[src/fsp_pkg.sv]
// ----------------------------------------------------------------------------
// fsp_pkg
// Shared types and constants for the format specifier parser: character
// codes, the parse phase encoding and the layout of one parsed specifier.
// ----------------------------------------------------------------------------
package fsp_pkg;

  localparam int unsigned CH_W    = 8;
  localparam int unsigned NUM_W   = 31;
  localparam int unsigned CNT_W   = 16;
  localparam int unsigned DIGIT_W = 4;

  // Largest value either decimal number may reach.
  localparam logic [NUM_W-1:0] NUM_MAX = {NUM_W{1'b1}};
  // Accumulator value above which one more digit always overflows.
  localparam logic [NUM_W-1:0] ACC_LIMIT = NUM_W'(NUM_MAX / 10);
  // Largest digit that may still be appended to ACC_LIMIT.
  localparam logic [DIGIT_W-1:0] ACC_LAST_DIGIT = DIGIT_W'(NUM_MAX % 10);

  localparam logic [CNT_W-1:0] CNT_MAX = {CNT_W{1'b1}};

  // Sign mode codes.
  localparam logic [1:0] SIGN_NONE  = 2'd0;
  localparam logic [1:0] SIGN_SPACE = 2'd1;
  localparam logic [1:0] SIGN_PLUS  = 2'd2;

  // Character codes.
  localparam logic [CH_W-1:0] CH_MINUS = 8'h2D;
  localparam logic [CH_W-1:0] CH_SPACE = 8'h20;
  localparam logic [CH_W-1:0] CH_PLUS  = 8'h2B;
  localparam logic [CH_W-1:0] CH_HASH  = 8'h23;
  localparam logic [CH_W-1:0] CH_ZERO  = 8'h30;
  localparam logic [CH_W-1:0] CH_NINE  = 8'h39;
  localparam logic [CH_W-1:0] CH_DOT   = 8'h2E;

  // Parse phase.
  typedef enum logic [2:0] {
    PH_FLAGS = 3'b001,
    PH_WIDTH = 3'b010,
    PH_PREC  = 3'b100
  } phase_t;

  // One parsed conversion specifier.
  typedef struct packed {
    logic [CNT_W-1:0] consumed;
    logic [CH_W-1:0]  conversion;
    logic             prec_given;
    logic [NUM_W-1:0] prec_value;
    logic [NUM_W-1:0] field_width;
    logic             zero_pad;
    logic             alternate;
    logic [1:0]       sign_mode;
    logic             left_adjust;
  } spec_t;

  localparam int unsigned SPEC_W = $bits(spec_t);
  localparam int unsigned TDATA_W = ((SPEC_W + 7) / 8) * 8;

endpackage

[src/fsp_acc.sv]
// ----------------------------------------------------------------------------
// fsp_acc
// Saturating decimal accumulate: acc * 10 + digit, clamped at NUM_MAX.
// ----------------------------------------------------------------------------
module fsp_acc (
  input  logic [fsp_pkg::NUM_W-1:0]   acc,
  input  logic [fsp_pkg::DIGIT_W-1:0] digit,
  output logic [fsp_pkg::NUM_W-1:0]   sum
);
  import fsp_pkg::*;

  logic [NUM_W+2:0] times10;
  logic             ovf;

  // Shift-and-add multiply by ten.
  assign times10 = {acc, 3'b000} + {2'b00, acc, 1'b0};

  assign ovf = (acc > ACC_LIMIT) || ((acc == ACC_LIMIT) && (digit > ACC_LAST_DIGIT));

  assign sum = ovf ? NUM_MAX
                   : times10[NUM_W-1:0] + {{(NUM_W-DIGIT_W){1'b0}}, digit};

endmodule

[src/fsp_parse.sv]
// ----------------------------------------------------------------------------
// fsp_parse
// Parse state registers and the per-character update. When step is high the
// character is consumed; emit tells whether it closed a specifier.
// ----------------------------------------------------------------------------
module fsp_parse (
  input  logic                     clk,
  input  logic                     rst,
  input  logic                     step,
  input  logic [fsp_pkg::CH_W-1:0] ch,
  output logic                     emit,
  output fsp_pkg::spec_t           result
);
  import fsp_pkg::*;

  phase_t           phase, phase_next;
  logic             minus_seen, minus_seen_next;
  logic [1:0]       sign_held, sign_held_next;
  logic             hash_seen, hash_seen_next;
  logic             zero_seen, zero_seen_next;
  logic [NUM_W-1:0] width_acc, width_acc_next;
  logic [NUM_W-1:0] prec_acc, prec_acc_next;
  logic             dot_seen, dot_seen_next;
  logic [CNT_W-1:0] char_count, char_count_next;

  logic [CNT_W-1:0]   cnt_inc;
  logic               is_digit;
  logic [DIGIT_W-1:0] digit;
  logic [NUM_W-1:0]   acc_in;
  logic [NUM_W-1:0]   acc_out;

  assign is_digit = (ch >= CH_ZERO) && (ch <= CH_NINE);
  // '0'..'9' are 0x30..0x39, so the low nibble is the digit value.
  assign digit    = ch[DIGIT_W-1:0];
  assign cnt_inc  = (char_count != CNT_MAX) ? char_count + 1'b1 : char_count;
  assign acc_in   = (phase == PH_PREC) ? prec_acc : width_acc;

  fsp_acc u_acc (
    .acc   (acc_in),
    .digit (digit),
    .sum   (acc_out)
  );

  always_comb begin
    phase_next      = phase;
    minus_seen_next = minus_seen;
    sign_held_next  = sign_held;
    hash_seen_next  = hash_seen;
    zero_seen_next  = zero_seen;
    width_acc_next  = width_acc;
    prec_acc_next   = prec_acc;
    dot_seen_next   = dot_seen;
    char_count_next = cnt_inc;
    emit            = 1'b0;

    unique case (phase)
      PH_WIDTH: begin
        if (is_digit) begin
          width_acc_next = acc_out;
        end else if (ch == CH_DOT) begin
          dot_seen_next = 1'b1;
          phase_next    = PH_PREC;
        end else begin
          emit = 1'b1;
        end
      end
      PH_PREC: begin
        if (is_digit) begin
          prec_acc_next = acc_out;
        end else begin
          emit = 1'b1;
        end
      end
      default: begin
        if (ch == CH_MINUS) begin
          minus_seen_next = 1'b1;
        end else if (ch == CH_SPACE) begin
          if (sign_held != SIGN_PLUS) begin
            sign_held_next = SIGN_SPACE;
          end
        end else if (ch == CH_PLUS) begin
          sign_held_next = SIGN_PLUS;
        end else if (ch == CH_HASH) begin
          hash_seen_next = 1'b1;
        end else if (ch == CH_ZERO) begin
          zero_seen_next = 1'b1;
        end else if (is_digit) begin
          width_acc_next = {{(NUM_W-DIGIT_W){1'b0}}, digit};
          phase_next     = PH_WIDTH;
        end else if (ch == CH_DOT) begin
          dot_seen_next = 1'b1;
          phase_next    = PH_PREC;
        end else begin
          emit = 1'b1;
        end
      end
    endcase

    // A conversion character closes the specifier and clears everything.
    if (emit) begin
      phase_next      = PH_FLAGS;
      minus_seen_next = 1'b0;
      sign_held_next  = SIGN_NONE;
      hash_seen_next  = 1'b0;
      zero_seen_next  = 1'b0;
      width_acc_next  = '0;
      prec_acc_next   = '0;
      dot_seen_next   = 1'b0;
      char_count_next = '0;
    end
  end

  always_comb begin
    result.left_adjust = minus_seen;
    result.sign_mode   = sign_held;
    result.alternate   = hash_seen;
    result.zero_pad    = zero_seen & ~minus_seen;
    result.field_width = width_acc;
    result.prec_value  = prec_acc;
    result.prec_given  = dot_seen;
    result.conversion  = ch;
    result.consumed    = cnt_inc;
  end

  always_ff @(posedge clk) begin
    if (rst) begin
      phase      <= PH_FLAGS;
      minus_seen <= 1'b0;
      sign_held  <= SIGN_NONE;
      hash_seen  <= 1'b0;
      zero_seen  <= 1'b0;
      width_acc  <= '0;
      prec_acc   <= '0;
      dot_seen   <= 1'b0;
      char_count <= '0;
    end else if (step) begin
      phase      <= phase_next;
      minus_seen <= minus_seen_next;
      sign_held  <= sign_held_next;
      hash_seen  <= hash_seen_next;
      zero_seen  <= zero_seen_next;
      width_acc  <= width_acc_next;
      prec_acc   <= prec_acc_next;
      dot_seen   <= dot_seen_next;
      char_count <= char_count_next;
    end
  end

endmodule

[src/format_spec_parser_core.sv]
// A conversion character is captured in the input register; the parser then
// steps on it from there and loads the result register, which drives the
// master side. Throughput: one character per cycle, except while a closing
// character waits for an occupied result register to be taken. Reset (rst,
// synchronous, active high) empties both registers and returns the parser to
// the flag phase with all fields cleared.
// ----------------------------------------------------------------------------
// format_spec_parser_core
// Streaming parser for printf-style conversion specifiers. Takes one format
// character per transaction and emits one parsed specifier per conversion.
// ----------------------------------------------------------------------------
module format_spec_parser_core (
  input  logic                        clk,
  input  logic                        rst,
  // Slave side: tdata[7:0] = ch.
  input  logic                        s_tvalid,
  output logic                        s_tready,
  input  logic [fsp_pkg::CH_W-1:0]    s_tdata,
  // Master side, from bit 0 up: left_adjust[0], sign_mode[2:1], alternate[3],
  // zero_pad[4], field_width[35:5], prec_value[66:36], prec_given[67],
  // conversion[75:68], consumed[91:76], zero fill[95:92].
  output logic                        m_tvalid,
  input  logic                        m_tready,
  output logic [fsp_pkg::TDATA_W-1:0] m_tdata
);
  import fsp_pkg::*;

  // Input register: holds one character until the parser consumes it.
  logic            in_valid;
  logic [CH_W-1:0] in_ch;

  // Result register: holds one finished specifier until it is taken.
  logic  out_valid;
  spec_t out_spec;

  logic  emit;
  spec_t spec;
  logic  advance;

  // The parser steps on the held character every cycle, unless that
  // character closes a specifier and the result register is still occupied
  // by one the downstream side has not taken. Characters that produce no
  // result never wait on the master side.
  assign advance  = in_valid && (!emit || !out_valid || m_tready);
  assign s_tready = !in_valid || advance;

  fsp_parse u_parse (
    .clk    (clk),
    .rst    (rst),
    .step   (advance),
    .ch     (in_ch),
    .emit   (emit),
    .result (spec)
  );

  always_ff @(posedge clk) begin
    if (rst) begin
      in_valid <= 1'b0;
    end else if (s_tready) begin
      in_valid <= s_tvalid;
    end
  end

  always_ff @(posedge clk) begin
    if (s_tready && s_tvalid) begin
      in_ch <= s_tdata;
    end
  end

  always_ff @(posedge clk) begin
    if (rst) begin
      out_valid <= 1'b0;
    end else if (advance && emit) begin
      out_valid <= 1'b1;
    end else if (m_tready) begin
      out_valid <= 1'b0;
    end
  end

  always_ff @(posedge clk) begin
    if (advance && emit) begin
      out_spec <= spec;
    end
  end

  assign m_tvalid = out_valid;
  assign m_tdata  = {{(TDATA_W-SPEC_W){1'b0}}, out_spec};

endmodule
[config.mk]
export PLATFORM = sky130hd
export DESIGN_NAME = format_spec_parser_core
export DESIGN_NICKNAME = d
export VERILOG_FILES = /design/src/fsp_pkg.sv /design/src/fsp_acc.sv /design/src/fsp_parse.sv /design/src/format_spec_parser_core.sv
export SDC_FILE = /design/constraint.sdc
export NUM_CORES = 1
export LEC_CHECK = 0
export BUFFER_PORTS_ARGS = -buffer_cell sky130_fd_sc_hd__buf_2
export CELL_PAD_IN_SITES_DETAIL_PLACEMENT = 0
export CELL_PAD_IN_SITES_GLOBAL_PLACEMENT = 1
export CORE_MARGIN = 5
export CORE_UTILIZATION = 45
export DETAILED_ROUTE_END_ITERATION = 6
export HOLD_SLACK_MARGIN = 0.1
export PLACE_DENSITY = 0.84
export SYNTH_ARGS = -nofsm -noshare
export SYNTH_HDL_FRONTEND = slang
export SYNTH_SLANG_ARGS = --single-unit
export TNS_END_PERCENT = 100
[constraint.sdc]
create_clock -name clk -period 26.7 [get_ports clk]
set_input_delay 6.675 -clock clk [delete_from_list [all_inputs] [get_ports clk]]
set_output_delay 6.675 -clock clk [all_outputs]
set_load 0.02 [all_outputs]
==> impl_metrics.env <==
export IMPL_outcome="completed"
export IMPL_maxSlewViolCount=0
export IMPL_nNetsFinal=1087
export IMPL_setup_viol=0
export IMPL_r2r_end="u_parse.prec_acc[30]"
export IMPL_path_clk_slew_ns=0.07
export IMPL_design_portCount=110
export IMPL_worstRegToRegCells=15
export IMPL_rsz0062_at_grt="no"
export IMPL_yosysMostFrequentCell="nand2_1"
export IMPL_synth_seq_cells=189
export IMPL_hold_slack_ns=0.437
export IMPL_r2r_start="u_parse.phase[2]"
export IMPL_dp_hpwl_um=14400
export IMPL_clock_path_buffers=2
export IMPL_crit_fanout=3
export IMPL_synth_top_family_by_area="simple AND/OR/NAND/NOR gates"
export IMPL_drv_cap=0
export IMPL_tightest_slew_ns=1.14
export IMPL_fp_dieH_um=153
export IMPL_critPathRequiredTime_ns=20.02
export IMPL_synthesis_instances=922
export IMPL_crit_end="s_tready"
export IMPL_grt_pass1_wl_um=34400
export IMPL_first_pass_iters=5
export IMPL_place_gp_congestion=0.830
export IMPL_ctsResizeCount=0
export IMPL_drt_iter0_markers=446
export IMPL_cts_tree="yes"
export IMPL_ys_warn_count=0
export IMPL_max_freq_ghz=0.0711
export IMPL_vias_per_cell=5.42
export IMPL_initial_utilization=0.455
export IMPL_cp_arrival_ns=7.40
export IMPL_powerDensity_nw_per_um2=55.7
export IMPL_num_vias=7046
export IMPL_synthSimpleGateAreaFrac=0.187
export IMPL_post_cts_setup_buffers=0
export IMPL_synth_xor_area_frac=0.0335
export IMPL_yosys_area_share_adder=0.0823
export IMPL_area_growth_syn_to_layout_pct=14.5
export IMPL_hold_viol=0
export IMPL_worstSetupEndpointType="output pin"
export IMPL_tns_ns=0
export IMPL_htreeDepth=4
export IMPL_hp_class="flip-flop to flip-flop"
export IMPL_diodes=0
export IMPL_synth_mux_area_frac=0.00930
export IMPL_drive_above_1_share=0.156
export IMPL_clock_latency_ns=0.43
export IMPL_synth_compound_area_share=0.140
export IMPL_wl_per_cell_um=16.1
export IMPL_synth_top_cell_area_share=0.328
export IMPL_cts_sinks=189
export IMPL_synth_ff_type="edfxtp_1"
export IMPL_async_flop_share=0
export IMPL_grt_total_usage=0.178
export IMPL_postCtsHoldBufs=0
export IMPL_synth_distinct_cells=65
export IMPL_vdd_drop_max_v=0.0000417
export IMPL_core_area_um2=20100
export IMPL_synth_edf_count=100
export IMPL_routed_wirelength_um=20900
export IMPL_grt_pass1_vias=6728
export IMPL_leakage_nw=4.37
export IMPL_crit_type="input port to output pin"
export IMPL_synth_common_cells="nand2_1, edfxtp_1, dfxtp_1"
export IMPL_grt_max_degree=50
export IMPL_cts_root_buf="clkbuf_16"
export IMPL_cts_buffers=17
export IMPL_critPathLaunch="m_tready"
export IMPL_syn_area_per_cell_um2=9.92
export IMPL_post_route_period_util=0.527
export IMPL_finClkSkew_ns=0.0137
export IMPL_period_minus_slack_ns=14.07
export IMPL_rows=52
export IMPL_r2r_slack_ns=22.25
export IMPL_antenna_found_initial=0
export IMPL_yosys_area_top_type="edfxtp_1"
export IMPL_die_width_um=153
export IMPL_crit_path_start_kind="input port"
export IMPL_globalRouteOverflowTotal=0
export IMPL_synth_area_um2=9150
export IMPL_numPortBuffers=105
export IMPL_remaining_drc_errors=0
export IMPL_ant_nets=0
export IMPL_relSlewSlack=0.239
export IMPL_ys_seq_area_frac=0.523
export IMPL_dieArea_um2=23300
export IMPL_synth_area_top_cells="edfxtp_1, dfxtp_1, ha_1"
## how the worst min path moves through the flow
| stage | from | cells after the start | slack (ns) | to |
|---|---|---|---|---|
| 6_report | u_parse.dot_seen | 0 | 0.44 | m_tdata[67] |
| 2_1_floorplan | u_parse.hash_seen | 0 | 0.41 | m_tdata[3] |
| 5_1_grt | u_parse.dot_seen | 0 | 0.45 | m_tdata[67] |
| 3_5_place_dp | u_parse.dot_seen | 0 | 0.42 | m_tdata[67] |
| 4_1_cts | u_parse.dot_seen | 0 | 0.44 | m_tdata[67] |
| 3_3_place_gp | u_parse.dot_seen | 0 | 0.42 | m_tdata[67] |
## cells in the final DEF, fill, tap and decap left out, types with 17 or more instances in the layout
| master | instances |
|---|---|
| a21oi_1 | 47 |
| xnor2_1 | 27 |
| dfxtp_1 | 89 |
| nand3_1 | 19 |
| a21o_1 | 17 |
| nand2_1 | 177 |
| ha_1 | 57 |
| nor2_1 | 82 |
| nor3_1 | 20 |
| buf_2 | 105 |
| edfxtp_1 | 100 |
| clkbuf_16 | 17 |
| o21ai_0 | 77 |
## sequential cells by signal, summed over array words and instances (netlist names)
register,flops
m_tdata,92
u_parse.prec_acc,31
u_parse.width_acc,31
u_parse.char_count,16
in_ch,8
u_parse.phase,3
u_parse.sign_held,2
in_valid,1
m_tvalid,1
u_parse.dot_seen,1
u_parse.hash_seen,1
u_parse.minus_seen,1
u_parse.zero_seen,1
## through the flow
step	utilization	area [µm²]	setup slack (ns)	std cells	total power (W)
3_3_place_gp	0.493	9910	12.64	1267	0.000349
3_5_place_dp	0.493	9910	12.63	1267	0.000350
5_1_grt	0.521	10500	12.53	1299	0.000606
6_report	0.521	10500	12.63	1299	0.000583
2_1_floorplan	-	9160	12.73	925	0.000341
4_1_cts	0.521	10500	12.62	1299	0.000589
## kinds of logic (layout without fill, tap and decap cells)
family / Yosys count / after routing
fa+ha+maj: 59 / 59
flops: 189 / 189
other cells: 1 / 4
buf+inv: 47 / 151
simple gates: 374 / 374
xor+xnor: 35 / 35
compound gates: 209 / 209
mux: 8 / 8
## critical path, stage by stage
cell	delay, ns
buf_2	0.09
nand2b_1	0.19
nor2_1	0.18
nand2_1	0.09
buf_2	0.17
## where the power goes
| part | total [W] | switching [W] | internal (W) | leakage (nW) |
|---|---|---|---|---|
| logic | 0.0000272 | 0.0000205 | 0.00000672 | 2.44 |
| clock network | 0.000240 | 0.000117 | 0.000123 | 0.264 |
| registers | 0.000315 | 0.00000326 | 0.000312 | 1.67 |
| total | 0.000583 | 0.000141 | 0.000442 | 4.37 |
## area by class of cell
cell class | instances | area [µm²]
Clock buffer | 18 | 429
Clock inverter | 14 | 133
Fill cell | 1842 | 9630
Inverter | 8 | 30.0
Multi-Input combinational cell | 689 | 4190
Sequential cell | 189 | 4780
Tap cell | 270 | 338
Timing Repair Buffer | 111 | 571
## layer usage
metal / routed length, µm / up-vias / track usage
met5: 0 / - / 0
met4: 237 / 0 / 0.0407
met3: 1050 / 17 / 0.0409
met2: 9750 / 167 / 0.288
met1: 9890 / 3358 / 0.246
li1: - / 3504 / -
Note: power is estimated with default switching activity, not from simulation.
